[src/rtl/rssp_pkg.sv]
package rssp_pkg;

   localparam int unsigned SpeedW   = 14;
   localparam int unsigned StepW    = 12;
   localparam int unsigned RpmW     = 8;
   localparam int unsigned PosW     = 16;
   localparam int unsigned CmdW     = 15;
   localparam int unsigned CsrAddrW = 2;
   localparam int unsigned CsrDataW = 14;
   localparam int unsigned ReqDataW = 40;
   localparam int unsigned RspDataW = 32;

   typedef enum logic [CsrAddrW-1:0] {
      CSR_MAX_SPEED  = 2'd0,
      CSR_SLOW_SPEED = 2'd1,
      CSR_SPEED_STEP = 2'd2,
      CSR_STOP_RPM   = 2'd3
   } csr_addr_type;

   localparam logic [SpeedW-1:0] MaxSpeedRst  = 14'd8000;
   localparam logic [SpeedW-1:0] SlowSpeedRst = 14'd5000;
   localparam logic [StepW-1:0]  SpeedStepRst = 12'd500;
   localparam logic [RpmW-1:0]   StopRpmRst   = 8'd5;

   // landmark positions, picked by direction of travel
   localparam logic signed [PosW-1:0] LmRightR = -16'sd55;
   localparam logic signed [PosW-1:0] LmRightL = -16'sd114;
   localparam logic signed [PosW-1:0] LmLeftR  = -16'sd235;
   localparam logic signed [PosW-1:0] LmLeftL  = -16'sd275;

   // zone edges
   localparam logic signed [PosW-1:0] ZlA = -16'sd150;
   localparam logic signed [PosW-1:0] ZlB = -16'sd240;
   localparam logic signed [PosW-1:0] ZlC = -16'sd303;
   localparam logic signed [PosW-1:0] ZrA = -16'sd245;
   localparam logic signed [PosW-1:0] ZrB = -16'sd160;
   localparam logic signed [PosW-1:0] ZrC = -16'sd31;

   typedef struct packed {
      logic [SpeedW-1:0] max_speed;
      logic [SpeedW-1:0] slow_speed;
      logic [StepW-1:0]  speed_step;
      logic [RpmW-1:0]   stop_rpm;
   } cfg_type;

   typedef struct packed {
      logic              travel_right;
      logic [SpeedW-1:0] speed;
      logic [PosW-1:0]   offset;
      logic              last_right_beam;
      logic              last_left_beam;
   } state_type;

   typedef struct packed {
      logic                   right_beam;
      logic                   left_beam;
      logic signed [PosW-1:0] encoder_position;
      logic signed [PosW-1:0] motor_speed;
   } item_type;

   typedef struct packed {
      logic signed [CmdW-1:0] speed_command;
      logic                   moving_right;
      logic signed [PosW-1:0] track_position;
   } result_type;

endpackage

[src/rtl/rssp_step.sv]
module rssp_step (
   input  rssp_pkg::cfg_type    cfg,
   input  rssp_pkg::state_type  state,
   input  rssp_pkg::item_type   item,
   output rssp_pkg::state_type  state_next,
   output rssp_pkg::result_type result
);

   typedef enum logic [1:0] {
      ZONE_UP,
      ZONE_SLOW,
      ZONE_END
   } zone_type;

   zone_type                                zone;
   logic                                    right_chg;
   logic                                    left_chg;
   logic [rssp_pkg::PosW-1:0]               offset_new;
   logic signed [rssp_pkg::PosW-1:0]        pos;
   logic [rssp_pkg::SpeedW:0]               sum;
   logic [rssp_pkg::SpeedW-1:0]             step_ext;
   logic [rssp_pkg::SpeedW-1:0]             up_speed;
   logic [rssp_pkg::SpeedW-1:0]             dec_speed;
   logic [rssp_pkg::SpeedW-1:0]             slow_speed;
   logic [rssp_pkg::SpeedW-1:0]             speed_new;
   logic [rssp_pkg::PosW:0]                 rpm_ext;
   logic [rssp_pkg::PosW:0]                 rpm_mag;
   logic                                    reverse;
   logic                                    dir_new;
   logic [rssp_pkg::CmdW-1:0]               spd_ext;

   always_comb begin
      right_chg = item.right_beam != state.last_right_beam;
      left_chg  = item.left_beam != state.last_left_beam;
      if (left_chg) begin
         offset_new = (state.travel_right ? rssp_pkg::LmLeftR : rssp_pkg::LmLeftL)
                      - item.encoder_position;
      end else if (right_chg) begin
         offset_new = (state.travel_right ? rssp_pkg::LmRightR : rssp_pkg::LmRightL)
                      - item.encoder_position;
      end else begin
         offset_new = state.offset;
      end
      pos = offset_new + item.encoder_position;
   end

   always_comb begin
      if (!state.travel_right) begin
         if (pos > rssp_pkg::ZlA)      zone = ZONE_UP;
         else if (pos > rssp_pkg::ZlB) zone = ZONE_SLOW;
         else if (pos > rssp_pkg::ZlC) zone = ZONE_UP;
         else                          zone = ZONE_END;
      end else begin
         if (pos < rssp_pkg::ZrA)      zone = ZONE_UP;
         else if (pos < rssp_pkg::ZrB) zone = ZONE_SLOW;
         else if (pos < rssp_pkg::ZrC) zone = ZONE_UP;
         else                          zone = ZONE_END;
      end
   end

   always_comb begin
      step_ext = {{(rssp_pkg::SpeedW-rssp_pkg::StepW){1'b0}}, cfg.speed_step};
      sum      = {1'b0, state.speed} + {1'b0, step_ext};
      up_speed = (sum > {1'b0, cfg.max_speed}) ? cfg.max_speed
                                               : sum[rssp_pkg::SpeedW-1:0];
      dec_speed  = (state.speed > step_ext) ? state.speed - step_ext : '0;
      slow_speed = (state.speed > cfg.slow_speed) ? dec_speed : cfg.slow_speed;
      rpm_ext    = {item.motor_speed[rssp_pkg::PosW-1], item.motor_speed};
      rpm_mag    = rpm_ext[rssp_pkg::PosW] ? (~rpm_ext + 1'b1) : rpm_ext;
      reverse    = 1'b0;
      case (zone)
         ZONE_UP:   speed_new = up_speed;
         ZONE_SLOW: speed_new = slow_speed;
         ZONE_END: begin
            speed_new = dec_speed;
            reverse   = rpm_mag < {{(rssp_pkg::PosW+1-rssp_pkg::RpmW){1'b0}}, cfg.stop_rpm};
         end
         default:   speed_new = state.speed;
      endcase
      dir_new = state.travel_right ^ reverse;
      spd_ext = {1'b0, speed_new};
   end

   always_comb begin
      state_next.travel_right    = dir_new;
      state_next.speed           = speed_new;
      state_next.offset          = offset_new;
      state_next.last_right_beam = item.right_beam;
      state_next.last_left_beam  = item.left_beam;
      result.speed_command       = dir_new ? spd_ext : (~spd_ext + 1'b1);
      result.moving_right        = dir_new;
      result.track_position      = pos;
   end

endmodule

[src/rtl/rail_shuttle_speed_profile.sv]
// Pipeline: a req word is held in the input reg, then in the result reg, which drives the rsp word.
// Throughput: 1 word per cycle while rsp_tready is high; req_tready stays high while the result reg drains.
// The carriage state update is one pass of compare/add logic, done as a word moves
// from the input reg into the result reg.
// Reset (synchronous): CSR registers return to defaults, moving left, speed 0, offset 0.
module rail_shuttle_speed_profile (
   input  logic                              clock,
   input  logic                              reset,
   input  logic                              csr_we,
   input  logic [rssp_pkg::CsrAddrW-1:0]     csr_addr,
   input  logic [rssp_pkg::CsrDataW-1:0]     csr_wdata,
   input  logic                              req_tvalid,
   output logic                              req_tready,
   // right_beam, left_beam, encoder_position[15:0], motor_speed[15:0], zero pad
   input  logic [rssp_pkg::ReqDataW-1:0]     req_tdata,
   output logic                              rsp_tvalid,
   input  logic                              rsp_tready,
   // speed_command[14:0], moving_right, track_position[15:0]
   output logic [rssp_pkg::RspDataW-1:0]     rsp_tdata
);

   rssp_pkg::cfg_type    cfg_ff;
   rssp_pkg::state_type  state_ff;
   rssp_pkg::state_type  state_in;
   rssp_pkg::item_type   item_ff;
   rssp_pkg::item_type   item_in;
   rssp_pkg::result_type result_ff;
   rssp_pkg::result_type result_in;
   logic                 in_valid_ff;
   logic                 out_valid_ff;
   logic                 advance;

   assign advance    = in_valid_ff && (!out_valid_ff || rsp_tready);
   assign req_tready = !in_valid_ff || advance;
   assign rsp_tvalid = out_valid_ff;
   assign rsp_tdata  = {result_ff.track_position, result_ff.moving_right,
                        result_ff.speed_command};

   assign item_in.right_beam       = req_tdata[0];
   assign item_in.left_beam        = req_tdata[1];
   assign item_in.encoder_position = req_tdata[17:2];
   assign item_in.motor_speed      = req_tdata[33:18];

   rssp_step u_step (
      .cfg        (cfg_ff),
      .state      (state_ff),
      .item       (item_ff),
      .state_next (state_in),
      .result     (result_in)
   );

   always_ff @(posedge clock) begin
      if (reset) begin
         cfg_ff.max_speed  <= rssp_pkg::MaxSpeedRst;
         cfg_ff.slow_speed <= rssp_pkg::SlowSpeedRst;
         cfg_ff.speed_step <= rssp_pkg::SpeedStepRst;
         cfg_ff.stop_rpm   <= rssp_pkg::StopRpmRst;
      end else if (csr_we) begin
         case (rssp_pkg::csr_addr_type'(csr_addr))
            rssp_pkg::CSR_MAX_SPEED:  cfg_ff.max_speed  <= csr_wdata;
            rssp_pkg::CSR_SLOW_SPEED: cfg_ff.slow_speed <= csr_wdata;
            rssp_pkg::CSR_SPEED_STEP: cfg_ff.speed_step <= csr_wdata[rssp_pkg::StepW-1:0];
            rssp_pkg::CSR_STOP_RPM:   cfg_ff.stop_rpm   <= csr_wdata[rssp_pkg::RpmW-1:0];
            default: ;
         endcase
      end
   end

   always_ff @(posedge clock) begin
      if (reset) begin
         state_ff.travel_right    <= 1'b0;
         state_ff.speed           <= '0;
         state_ff.offset          <= '0;
         state_ff.last_right_beam <= 1'b0;
         state_ff.last_left_beam  <= 1'b1;
         in_valid_ff              <= 1'b0;
         out_valid_ff             <= 1'b0;
      end else begin
         if (req_tready) begin
            in_valid_ff <= req_tvalid;
         end
         if (advance) begin
            state_ff     <= state_in;
            out_valid_ff <= 1'b1;
         end else if (rsp_tready) begin
            out_valid_ff <= 1'b0;
         end
      end
   end

   always_ff @(posedge clock) begin
      if (req_tvalid && req_tready) begin
         item_ff <= item_in;
      end
      if (advance) begin
         result_ff <= result_in;
      end
   end

`ifndef SYNTH
   a_empty_ready: assert property (@(posedge clock) disable iff (reset)
      !in_valid_ff |-> req_tready)
      else $error("input stage empty but not ready");

   a_accept_fills: assert property (@(posedge clock) disable iff (reset)
      (req_tvalid && req_tready) |=> in_valid_ff)
      else $error("accepted word lost from input stage");

   a_dir_hold: assert property (@(posedge clock) disable iff (reset)
      !advance |=> $stable(state_ff.travel_right))
      else $error("direction changed without a word");

   a_dir_match: assert property (@(posedge clock) disable iff (reset)
      out_valid_ff |-> (result_ff.moving_right == state_ff.travel_right))
      else $error("pending result disagrees with direction state");
`endif

endmodule

[config.mk]
export PLATFORM = sky130hd
export DESIGN_NAME = rail_shuttle_speed_profile
export DESIGN_NICKNAME = d
export VERILOG_FILES = /design/src/rtl/rssp_pkg.sv /design/src/rtl/rssp_step.sv /design/src/rtl/rail_shuttle_speed_profile.sv
export SDC_FILE = /design/constraint.sdc
export NUM_CORES = 1
export LEC_CHECK = 0
export BUFFER_PORTS_ARGS = -buffer_cell sky130_fd_sc_hd__buf_2
export CAP_MARGIN = 10
export CORE_AREA = 8 8 142 157
export DETAILED_ROUTE_END_ITERATION = 6
export DIE_AREA = 0 0 150 165
export MAX_ROUTING_LAYER = met4
export PLACE_DENSITY = 0.72
export SLEW_MARGIN = 40
export SYNTH_ARGS = -nofsm -noshare
export SYNTH_HDL_FRONTEND = slang
export SYNTH_SLANG_ARGS = --single-unit
[constraint.sdc]
create_clock -name clock -period 16.1 [get_ports clock]
set_input_delay 1.61 -clock clock [delete_from_list [all_inputs] [get_ports clock]]
set_output_delay 1.61 -clock clock [all_outputs]
set_load 0.01 [all_outputs]
; After elaboration in Yosys (flattened, before gate mapping)
; Cells that the tools add are included.
[classes]
add_sub_neg = 7
muxes = 20
eq_ne = 7
magnitude_cmp = 10
bitwise_logic = 3
n_reduce_logical = 13
[op_table]
columns = operator, n
row1 = $mux 14, 4
row2 = $pmux 14 s3, 1
row3 = $gt 16x9->1 const B, 2
row4 = $lt 16x9->1 const B, 2
row5 = $mux 16, 2
row6 = $sub 16x16->16, 2
row7 = $add 17x1->17 const B, 1
row8 = $lt 17x8->1, 1
row9 = $mux 17, 1
row10 = $not 17->17, 1
row11 = $add 16x16->16, 1
row12 = $gt 16x10->1 const B, 1
row13 = $lt 16x6->1 const B, 1
row14 = $add 14x12->15, 1
row15 = $add 15x1->15 const B, 1
row16 = $gt 15x14->1, 1
row17 = $not 14->15, 1
row18 = $gt 14x12->1, 1
row19 = $gt 14x14->1, 1
row20 = $mux 2, 7
row21 = $sub 14x12->14, 1
row22 = $mux 9, 1
row23 = $reduce_and 2->1, 4
row24 = $mux 7, 1
row25 = other kinds (10), 20
[word_totals]
wordCells = 79
out_inout_bits = 34
register_bits = 149
in_bits = 61

; Depth between registers and ports, before layout
; Gate-level depths: netlist of the first run.
[logic_depth]
depth_word = 15
ltp_mapped = 30
ltp_nobuf = 29

; By module
; Synthesis of the first run repeated with hierarchy kept, for this count alone.
[unflattened]
hier_cells = 1209
area_unflattened_um2 = 10560.1
[modules_own_cells]
columns = mod, n_inst, area_each_um2, seq_area_each_um2, cells_each
row1 = rail_shuttle_speed_profile, 1, 5326.4, 3643.5, 424
row2 = rssp_step, 1, 5233.8, 0.0, 785

; Worst setup path after synthesis of the first run
; No wires, ideal clock.
[synth_path]
path_type = register -> register
start = register state_ff[32] (netlist bit)
end = register result_ff (netlist bit rsp_tdata[8]) (data pin)
required_ns = 15.832
setup_ns = 0.268
slack_ns = 10.170
path_stages_with_launch = 29
arrival_time_ns = 5.661
path_buffers = 1
synth_period_minus_slack_ns = 5.930
cell_sequence = dfxtp_1 > inv_1 > ha_1 > a21boi_0 > o21ai_0 > a21boi_0 > o21ai_0 > a21boi_0 > o21ai_0 > and3_1 > a21oi_1 > o32ai_1 > a21oi_1 > ha_1 > a21o_2 > a2111o_1 > nand4_1 > a211oi_2 > a21boi_2 > and3_4 > a22o_2 > buf_6 > o21ai_1 > o211a_2 > ha_1 > nand3_1 > or3_4 > o31ai_2 > xor2_1
[synth_rtl]
columns = item, line_no
row1 = from (decl), rail_shuttle_speed_profile.sv:23  ; rssp_pkg::state_type state_ff;
row2 = from (signal assigned), rail_shuttle_speed_profile.sv:83  ; state_ff <= state_in;
row3 = to (signal assigned), rail_shuttle_speed_profile.sv:96  ; result_ff <= result_in;
row4 = to (decl), rail_shuttle_speed_profile.sv:27  ; rssp_pkg::result_type result_ff;

==> impl_metrics.json, run 1 <==
{
  "stdcell_area_mm2": 0.0116,
  "critical_path.top_delay_family": "compound AO/OA/AOI/OAI gates",
  "pwr-share-comb": 0.377,
  "vias": 8787,
  "synth_edf_count": 66,
  "p_total_uw": 1370,
  "yosysWarnings": 0,
  "cts_buffer_depth": 2,
  "initial_core_util": 0.529,
  "netSwitchingFraction": 0.357,
  "area_growth_pct": 11.5,
  "synth_ff_type": "dfxtp_1",
  "ys_ff_latch": 149,
  "postCtsResizedCells": 0,
  "grt_first_pass_wirelength_mm": 41.8,
  "grt_pass1_vias": 8516,
  "ys_types": 100,
  "max_stage_delay_ns": 0.69,
  "worst_path_max_delay_cell": "dfxtp_1",
  "slew_viol_final": 0,
  "fmax_ghz": 0.129,
  "vias_per_cell": 5.74,
  "switchingPower_uw": 489,
  "powerDensity_mw_per_mm2": 118,
  "synth.yosys.seq_area_share": 0.351,
  "cpMostUsedCell": "a21oi_1",
  "ant_nets": 0,
  "tightest_slew_ns": 0.791,
  "critPathMaxFanout": 15,
  "crit_path_end_kind": "flip-flop",
  "clkTransAtPathRegs_ns": 0.06,
  "crit_type": "flip-flop to flip-flop",
  "finalSetupTns_ns": 0,
  "portBuffers": 88,
  "core_area_mm2": 0.0196,
  "pin_count": 95,
  "placed_area_mm2": 0.0110,
  "overflow": 0,
  "fin_crit_sh": 0.481,
  "antenna_found_initial": 0,
  "maxCapViolCount": 0,
  "cp.arrival_ns": 7.89,
  "die_area_mm2": 0.0248,
  "p_seq_frac": 0.340,
  "hold_viol": 0,
  "cp-start-kind": "flip-flop",
  "hold_path_class": "flip-flop to flip-flop",
  "cts_inserted_buffers": 17,
  "fin_nets": 1419,
  "grt_usage": 0.216,
  "p_leak_uw": 0.00472,
  "initialDrtViolationCount": 486,
  "grt_max_degree": 65,
  "insertedDiodeCount": 0,
  "irDropWorstVdd_mv": 0.0873,
  "skew_ns": 0.0123,
  "p_int_uw": 881,
  "status": "complete, no violations",
  "die_w_um": 150,
  "detailed_place_hpwl_mm": 19.1,
  "clkSinkCount": 149,
  "htreeDepth": 4,
  "setup_violations": 0,
  "post-route-min-period_ns": 7.74,
  "clkLatencyLatePin_ns": 0.43,
  "drcViolationCount": 0,
  "routabilityCongestion": 0.924,
  "post_cts_buffers": 0,
  "synthCells": 1198,
  "firstDrtPassIters": 6,
  "synthesis.area_mm2": 0.0104,
  "ys_async_sr_fraction": 0,
  "power_frac_clock": 0.283,
  "rsz0062_at_grt": "no",
  "required_ns": 16.25,
  "cts_tree": "built",
  "routed_wl_mm": 25.3,
  "syn_area_per_cell_um2": 8.65,
  "die_y_um": 165,
  "clockRootBuffer": "clkbuf_16",
  "drive_gt1_frac": 0.142,
  "num_rows": 54,
  "crit_buf_inv": 3,
  "relSlewSlack": 0.471,
  "wire_per_inst_um": 16.6,
  "hold_buffers": 0,
  "syn_nets": 1352
}
## placed cells by master (no fill, tap or decap), types with 11 or more instances in the layout
cell,netlist,final
buf_2,1,88
inv_1,87,86
xor2_1,23,23
ha_1,89,89
and3_1,11,11
a21o_1,16,16
nor2b_1,16,16
nand2_1,158,158
dfxtp_1,83,83
nand2b_1,18,18
a211oi_1,24,24
clkbuf_16,0,17
nor2_1,100,100
mux2i_1,19,19
nor3_1,15,15
nand3_1,16,16
xnor2_1,41,40
o21ai_0,55,55
edfxtp_1,66,66
a21oi_1,118,118
o211ai_1,19,19
nand4_1,11,11
## worst reg2reg max path, stage by stage, from the launching register on
cell and delay (ns):
dfxtp_1 0.69, inv_1 0.48, ha_1 0.38, fa_1 0.40, inv_1 0.06, a21boi_0 0.17
o41ai_1 0.67, nor2_1 0.17, a21oi_1 0.31, o32ai_1 0.12, a21oi_1 0.21, ha_1 0.36
a21o_2 0.26, a21o_1 0.17, a21oi_1 0.24, nand2_1 0.08, o21ai_1 0.20, xnor2_2 0.18
inv_2 0.16, o211a_1 0.41, nor2_2 0.20, a21oi_1 0.16, nand4_1 0.26, xnor2_2 0.65
o21ai_0 0.28, xnor2_1 0.21
## path summary, 6_finish.rpt
check	start	end	slack, ns	cells past startpoint
hold / removal	cfg_ff[39]	cfg_ff[39]	0.45	2
setup / recovery	state_ff[32]	rsp_tdata[5]	8.36	25
hold reg to reg	cfg_ff[39]	cfg_ff[39]	0.45	2
setup reg to reg	state_ff[32]	rsp_tdata[5]	8.36	25
## metal layers
layer  global-route usage  share of wire
met5                    -              0
met4               0.0882          0.029
met3               0.0323          0.039
met2                0.361           0.50
met1                0.256           0.44
## stage by stage
| step | worst slack [ns] | cells | util | hold slack, ns |
|---|---|---|---|---|
| 6_report | 8.36 | 1530 | 0.590 | 0.454 |
| 5_1_grt | 7.81 | 1530 | 0.590 | 0.476 |
| 3_5_place_dp | 8.51 | 1498 | 0.561 | 0.447 |
| 4_1_cts | 8.44 | 1530 | 0.590 | 0.455 |
| 3_3_place_gp | 8.24 | 1498 | 0.559 | 0.443 |
| 2_1_floorplan | 10.17 | 1198 | - | 0.433 |
## power by group through the flow
stage	clock network (µW)	logic [µW]	registers [µW]
after floorplan	0	388	475
after global placement	0	498	473
after detailed placement	0	511	474
after CTS	395	515	466
after global routing	409	574	469
final	388	516	466
## area by class of cell
type / count / area, µm²
clock inverters: 12 / 133
well taps: 252 / 315
clock buffers: 20 / 437
inverters: 88 / 330
fillers: 1758 / 8030
repair buffers: 97 / 508
flip-flops and latches: 149 / 3640
multi-input cells: 912 / 6200
## logic make-up after synthesis
group                      Yosys count  share of synthesized area
and+or+nand+nor                    396                      0.181
AOI/OAI and AO/OA                  332                      0.212
DFF                                149                      0.351
buffers and inverters              137                     0.0558
adders and majority gates           93                      0.115
xor gates and xnor gates            68                     0.0620
muxes                               23                     0.0227
## Yosys cell counts (all sizes together), types with 5 or more instances
cell type / instances / share of area
a2111oi: 5 / 0.0049
a211oi: 30 / 0.026
a21boi: 6 / 0.0047
a21o: 18 / 0.013
a21oi: 118 / 0.057
a31oi: 8 / 0.0054
and3: 12 / 0.0077
buf: 11 / 0.0092
clkbuf: 38 / 0.015
dfxtp: 83 / 0.16
edfxtp: 66 / 0.19
ha: 89 / 0.11
inv: 88 / 0.032
mux2i: 19 / 0.018
nand2: 160 / 0.059
nand2b: 18 / 0.011
nand3: 17 / 0.0087
nand4: 11 / 0.0066
nor2: 101 / 0.037
nor2b: 16 / 0.0097
nor3: 16 / 0.0082
nor4: 12 / 0.0091
o211ai: 20 / 0.016
o21ai: 63 / 0.031
o22ai: 10 / 0.0060
o31ai: 7 / 0.0060
or3: 8 / 0.0054
xnor2: 44 / 0.040
xor2: 23 / 0.019
## state kept, by name (all words and copies together), names as in the netlist
| register | cells |
|---|---|
| cfg_ff | 48 |
| item_ff | 34 |
| state_ff | 33 |
| rsp_tdata | 32 |
| in_valid_ff | 1 |
| rsp_tvalid | 1 |
No activity file was read; power rests on OpenSTA's default activity.
==> run 2: changes to the inputs <==
- ABC_AREA: unset -> 1
- CORE_AREA: 8 8 142 157 -> 8 8 147 163
- DIE_AREA: 0 0 150 165 -> 0 0 155 171
- PLACE_DENSITY: 0.72 -> 0.75
- clock period: 16.1 -> 6.45 ns (I/O delays scaled with it)
==> run 2 against run 1 <==
First-iteration DRC count grew 5.6%. Synthesized area increased by 8.6%. Critical path type unchanged. Die area rose by 7.1%. Synthesized cell count up 29%. Sequential share of layout area shrank 2.5 points. Largest cell class unchanged. Register-to-register slack got worse by 7.8 ns. Count of clock-buffer cells in the layout is 3 lower. Non-clock buffer count increased by 4. Core utilization grew 0.57 points. Cell area is 8.7% higher. Critical path depth is 14 higher. Global-route usage grew 1.1 points.
==> impl_metrics.json, run 2 <==
{
  "status": "complete, no violations",
  "critPathMaxFanout": 17,
  "overflow": 0,
  "stdcell_area_mm2": 0.0126,
  "core_area_mm2": 0.0211,
  "critical_path.top_delay_family": "simple AND/OR/NAND/NOR gates",
  "detailed_place_hpwl_mm": 22.7,
  "initialDrtViolationCount": 513,
  "ant_nets": 0,
  "skew_ns": 0.0100,
  "required_ns": 6.63,
  "synth.top_cell.area_share": 0.176,
  "final_cell_mix": "nand2_1 (313), inv_1 (234), nor2_1 (126)",
  "vias": 10200,
  "cp.arrival_ns": 6.08,
  "rsz0062_at_grt": "no",
  "cpMostUsedCell": "nand2_1",
  "final_common_cell": "nand2_1",
  "num_rows": 56,
  "crit_type": "flip-flop to flip-flop",
  "ys_async_sr_fraction": 0,
  "routed_wl_mm": 29.2,
  "routabilityCongestion": 0.928,
  "cts_tree": "built",
  "syn_nets": 1699,
  "clkSinkCount": 149,
  "crit_path_end_kind": "flip-flop",
  "largest_registers": "cfg_ff (48), item_ff (34), state_ff (33)",
  "htreeDepth": 4,
  "grt_first_pass_wirelength_mm": 46.7,
  "cts_buffer_depth": 2,
  "crit_buf_inv": 5,
  "placed_area_mm2": 0.0120,
  "hold_viol": 0,
  "firstDrtPassIters": 5,
  "maxCapViolCount": 0,
  "initial_core_util": 0.534,
  "clkTransAtPathRegs_ns": 0.07,
  "synth.most_common_cell": "nand2_1",
  "largest_register_ffs": 48,
  "synthCells": 1545,
  "synth_ff_type": "dfxtp_1",
  "wire_per_inst_um": 15.2,
  "insertedDiodeCount": 0,
  "synthesis.area_mm2": 0.0113,
  "slew_viol_final": 0,
  "fin_nets": 1778,
  "placedCellCount": 1893,
  "die_w_um": 155,
  "top_register": "cfg_ff",
  "yosys-top-cells-area": "edfxtp_1 (18%), dfxtp_1 (15%), nand2_1 (10%)",
  "drcViolationCount": 0,
  "yosysWarnings": 0,
  "synth.yosys.seq_area_share": 0.324,
  "cts_inserted_buffers": 17,
  "post-route-min-period_ns": 5.90,
  "fmax_ghz": 0.170,
  "powerDensity_mw_per_mm2": 292,
  "ys_types": 56,
  "clkLatencyLatePin_ns": 0.43,
  "syn_area_per_cell_um2": 7.28,
  "ys_ff_latch": 149,
  "final_cells": 1927,
  "area_growth_pct": 11.7,
  "portBuffers": 88,
  "pin_count": 95,
  "worst_path_max_delay_cell": "ha_1",
  "drive_gt1_frac": 0.150,
  "vias_per_cell": 5.30,
  "max_stage_delay_ns": 0.38,
  "synth_top_area_cell": "edfxtp_1",
  "setup_violations": 0,
  "clockRootBuffer": "clkbuf_16",
  "fin_crit_sh": 0.914,
  "relSlewSlack": 0.516,
  "hold_buffers": 0,
  "irDropWorstVdd_mv": 0.193,
  "hold_path_class": "input port to flip-flop",
  "antenna_found_initial": 0,
  "grt_max_degree": 70,
  "p_leak_uw": 0.00621,
  "die_y_um": 171,
  "grt_usage": 0.227,
  "grt_pass1_vias": 9700,
  "finalSetupTns_ns": 0,
  "die_area_mm2": 0.0265,
  "tightest_slew_ns": 0.726,
  "synth_edf_count": 66,
  "synthTopCellsByCount": "nand2_1 (313), inv_1 (235), nor2_1 (128), o21ai_0 (115), a21oi_1 (99)",
  "cp-start-kind": "flip-flop"
}
run 2: cell count changes after synthesis, moves of 19 or more:
cell / previous run / this run
nand3_2: 1 / 21
inv_1: 87 / 235
nor2_1: 100 / 128
nand2_1: 158 / 313
a211oi_1: 24 / 1
nand2_2: 1 / 21
a21oi_1: 118 / 99
o21ai_0: 55 / 115
xnor2_1: 41 / 9
nand3_1: 16 / 78
run 2: final cells by class:
cell class / count / area (µm²)
Tap cell: 290 / 363
Timing Repair Buffer: 101 / 538
Clock buffer: 17 / 425
Inverter: 257 / 967
Sequential cell: 149 / 3640
Fill cell: 1976 / 8520
Multi-Input combinational cell: 1098 / 6470
Clock inverter: 15 / 163
run 2: metrics by stage:
stage               utilization  power (µW)  setup WS, ns  hold slack [ns]
global route              0.596        3900        0.0310            0.367
floorplan                     -        2290          1.06            0.435
detailed placement        0.567        2660         0.525            0.455
CTS                       0.595        3670         0.500            0.368
global placement          0.567        2630         0.601            0.451
finish                    0.596        3670         0.552            0.382
run 2: per-layer routing:
metal	vias up	wire length (µm)	global-route usage
met4	0	1210	0.116
met5	-	0	-
met3	69	1140	0.0343
met2	251	14400	0.387
li1	5247	-	-
met1	4644	12500	0.256
run 2: kinds of logic (layout without fill, tap and decap cells):
logic type,Yosys count,in the layout,share of synthesized area
compound gates,295,295,0.150
xor+xnor,49,49,0.0395
fa+ha+maj,93,93,0.106
buf+inv,298,390,0.103
flops,149,149,0.324
mux,2,2,0.00178
simple gates,659,659,0.276
run 2: path summary, 6_finish.rpt:
path	to	startpoint	cells past startpoint	slack, ns
hold / removal	item_ff[26]	req_tdata[12]	1	0.38
setup / recovery	rsp_tdata[10]	state_ff[32]	39	0.55
hold reg to reg	cfg_ff[3]	cfg_ff[3]	2	0.46
setup reg to reg	rsp_tdata[10]	state_ff[32]	39	0.55
run 2: power by group:
part / leakage [µW] / switching, µW / internal [µW] / total [µW]
combinational: 0.00461 / 1010 / 505 / 1510
sequential: 0.00131 / 47.6 / 1100 / 1150
clock: 0.000288 / 452 / 549 / 1000
run 2: timing repair:
item / 4_1_cts / 5_1_grt
gates resized for setup: 0 / 3
buffers inserted: 0 / 2
setup endpoints to repair: 0 / 12
==> run 3: changes to the inputs <==
- MAX_ROUTING_LAYER: met4 -> unset
==> run 3 against run 2 <==
Setup slack improved by 0.062 ns. Cell area rose by 0.44%. Fmax rose by 1.1%. Cell count rose by 0.26%. Non-clock buffer count rose by 5. Wire length fell by 1.8%. Core utilization rose by 0.26 points. Clock skew rose by 0.0058 ns. Via count rose by 1.3%. Die area did not move. Largest power group unchanged.
==> impl_metrics.json, run 3 (synthesized netlist as in run 2, its figures left out) <==
{
  "status": "complete, no violations",
  "max_stage_delay_ns": 0.39,
  "skew_ns": 0.0158,
  "clkTransAtPathRegs_ns": 0.07,
  "route.met2.wl_mm": 14.2,
  "cts_inserted_buffers": 17,
  "top_register": "cfg_ff",
  "clkLatencyLatePin_ns": 0.44,
  "pin_count": 95,
  "post-route-min-period_ns": 5.84,
  "stdcell_area_mm2": 0.0126,
  "fin_nets": 1783,
  "num-fill-cells": 1952,
  "setup_violations": 0,
  "insertedDiodeCount": 0,
  "grt_pass1_vias": 10000,
  "die_y_um": 171,
  "grt_first_pass_wirelength_mm": 47.5,
  "clockRootBuffer": "clkbuf_16",
  "vias": 10300,
  "cp.arrival_ns": 6.02,
  "critPathMaxFanout": 17,
  "core_area_mm2": 0.0211,
  "initialDrtViolationCount": 567,
  "place_ws_ns": 0.502,
  "powerDensity_mw_per_mm2": 292,
  "finalSetupTns_ns": 0,
  "required_ns": 6.64,
  "num_rows": 56,
  "initial_core_util": 0.534,
  "routed_wl_mm": 28.7,
  "largest_register_ffs": 48,
  "die_area_mm2": 0.0265,
  "cpMostUsedCell": "nand2_1",
  "worst_path_max_delay_cell": "dfxtp_1",
  "cts_buffer_depth": 2,
  "cts_tree": "built",
  "final_cell_mix": "nand2_1 (313), inv_1 (233), nor2_1 (126)",
  "hold_path_class": "input port to flip-flop",
  "drcViolationCount": 0,
  "top_layer_used": "met4",
  "rsz0062_at_grt": "no",
  "clkSinkCount": 149,
  "fin_crit_sh": 0.905,
  "portBuffers": 88,
  "routed-wl-met3_mm": 1.36,
  "fmax_ghz": 0.171,
  "tightest_slew_ns": 0.785,
  "overflow": 0,
  "maxCapViolCount": 0,
  "critical_path.top_delay_family": "simple AND/OR/NAND/NOR gates",
  "placed_area_mm2": 0.0119,
  "hold_viol": 0,
  "detailed_place_hpwl_mm": 22.1,
  "timing.final.ws_setup_ns": 0.614,
  "crit_path_end_kind": "flip-flop",
  "grt_max_degree": 64,
  "p_leak_uw": 0.00624,
  "area_growth_pct": 12.2,
  "slew_viol_final": 0,
  "cp-start-kind": "flip-flop",
  "antenna_found_initial": 0,
  "routabilityCongestion": 0.962,
  "p_total_uw": 3680,
  "hold_buffers": 0,
  "final_common_cell": "nand2_1",
  "grt_usage": 0.222,
  "die_w_um": 155,
  "wire_per_inst_um": 14.9,
  "relSlewSlack": 0.475,
  "crit_type": "flip-flop to flip-flop",
  "ant_nets": 0,
  "crit_buf_inv": 8,
  "drive_gt1_frac": 0.152,
  "firstDrtPassIters": 5,
  "largest_registers": "cfg_ff (48), item_ff (34), state_ff (33)",
  "htreeDepth": 4,
  "irDropWorstVdd_mv": 0.195,
  "vias_per_cell": 5.35,
  "wl_met1_mm": 12.0
}
[run 3: cell count changes in the layout (fill, tap and decap cells not counted), sizes merged]
| cell | change |
|---|---|
| buf | +5 |
| clkinv | +1 |
| bufinv | -1 |
[run 3: through the flow]
stage / instances / hold slack [ns] / utilization
after floorplan: 1545 / 0.435 / -
after global placement: 1891 / 0.451 / 0.566
after detailed placement: 1891 / 0.456 / 0.566
after CTS: 1923 / 0.367 / 0.595
after global routing: 1932 / 0.358 / 0.599
final: 1932 / 0.376 / 0.599
[run 3: worst paths after layout]
| kind | slack, ns | cells past startpoint | endpoint | from |
|---|---|---|---|---|
| worst min register to register | 0.46 | 2 | cfg_ff[3] | cfg_ff[3] |
| worst max-delay path | 0.61 | 43 | rsp_tdata[10] | state_ff[32] |
| worst min-delay path | 0.38 | 1 | item_ff[13] | req_tdata[31] |
| worst max register to register | 0.61 | 43 | rsp_tdata[10] | state_ff[32] |
[run 3: repair_timing]
action | in CTS | in global routing
resized for setup | 0 | 5
buffers inserted | 0 | 9
endpoints found under the setup margin | 0 | 7
endpoints found under the hold margin | 0 | 0
[run 3: final cells by class]
cell class,count,area (µm²),area share
clock buffers,17,425,0.0337
inverters,257,967,0.0766
flip-flops and latches,149,3640,0.289
repair buffers,106,576,0.0456
multi-input cells,1098,6470,0.513
clock inverters,15,178,0.0141
well taps,290,363,0.0287
[run 3: routing by layer]
layer  global-route usage  vias to the layer above
met2                0.396                      300
li1                     -                     5264
met5                    0                        -
met1                0.251                     4699
met3               0.0366                       79
met4                0.118                        0
[run 3: power breakdown]
part / switching, µW / internal [µW]
Sequential: 45.9 / 1100
Clock: 485 / 525
Combinational: 1010 / 517
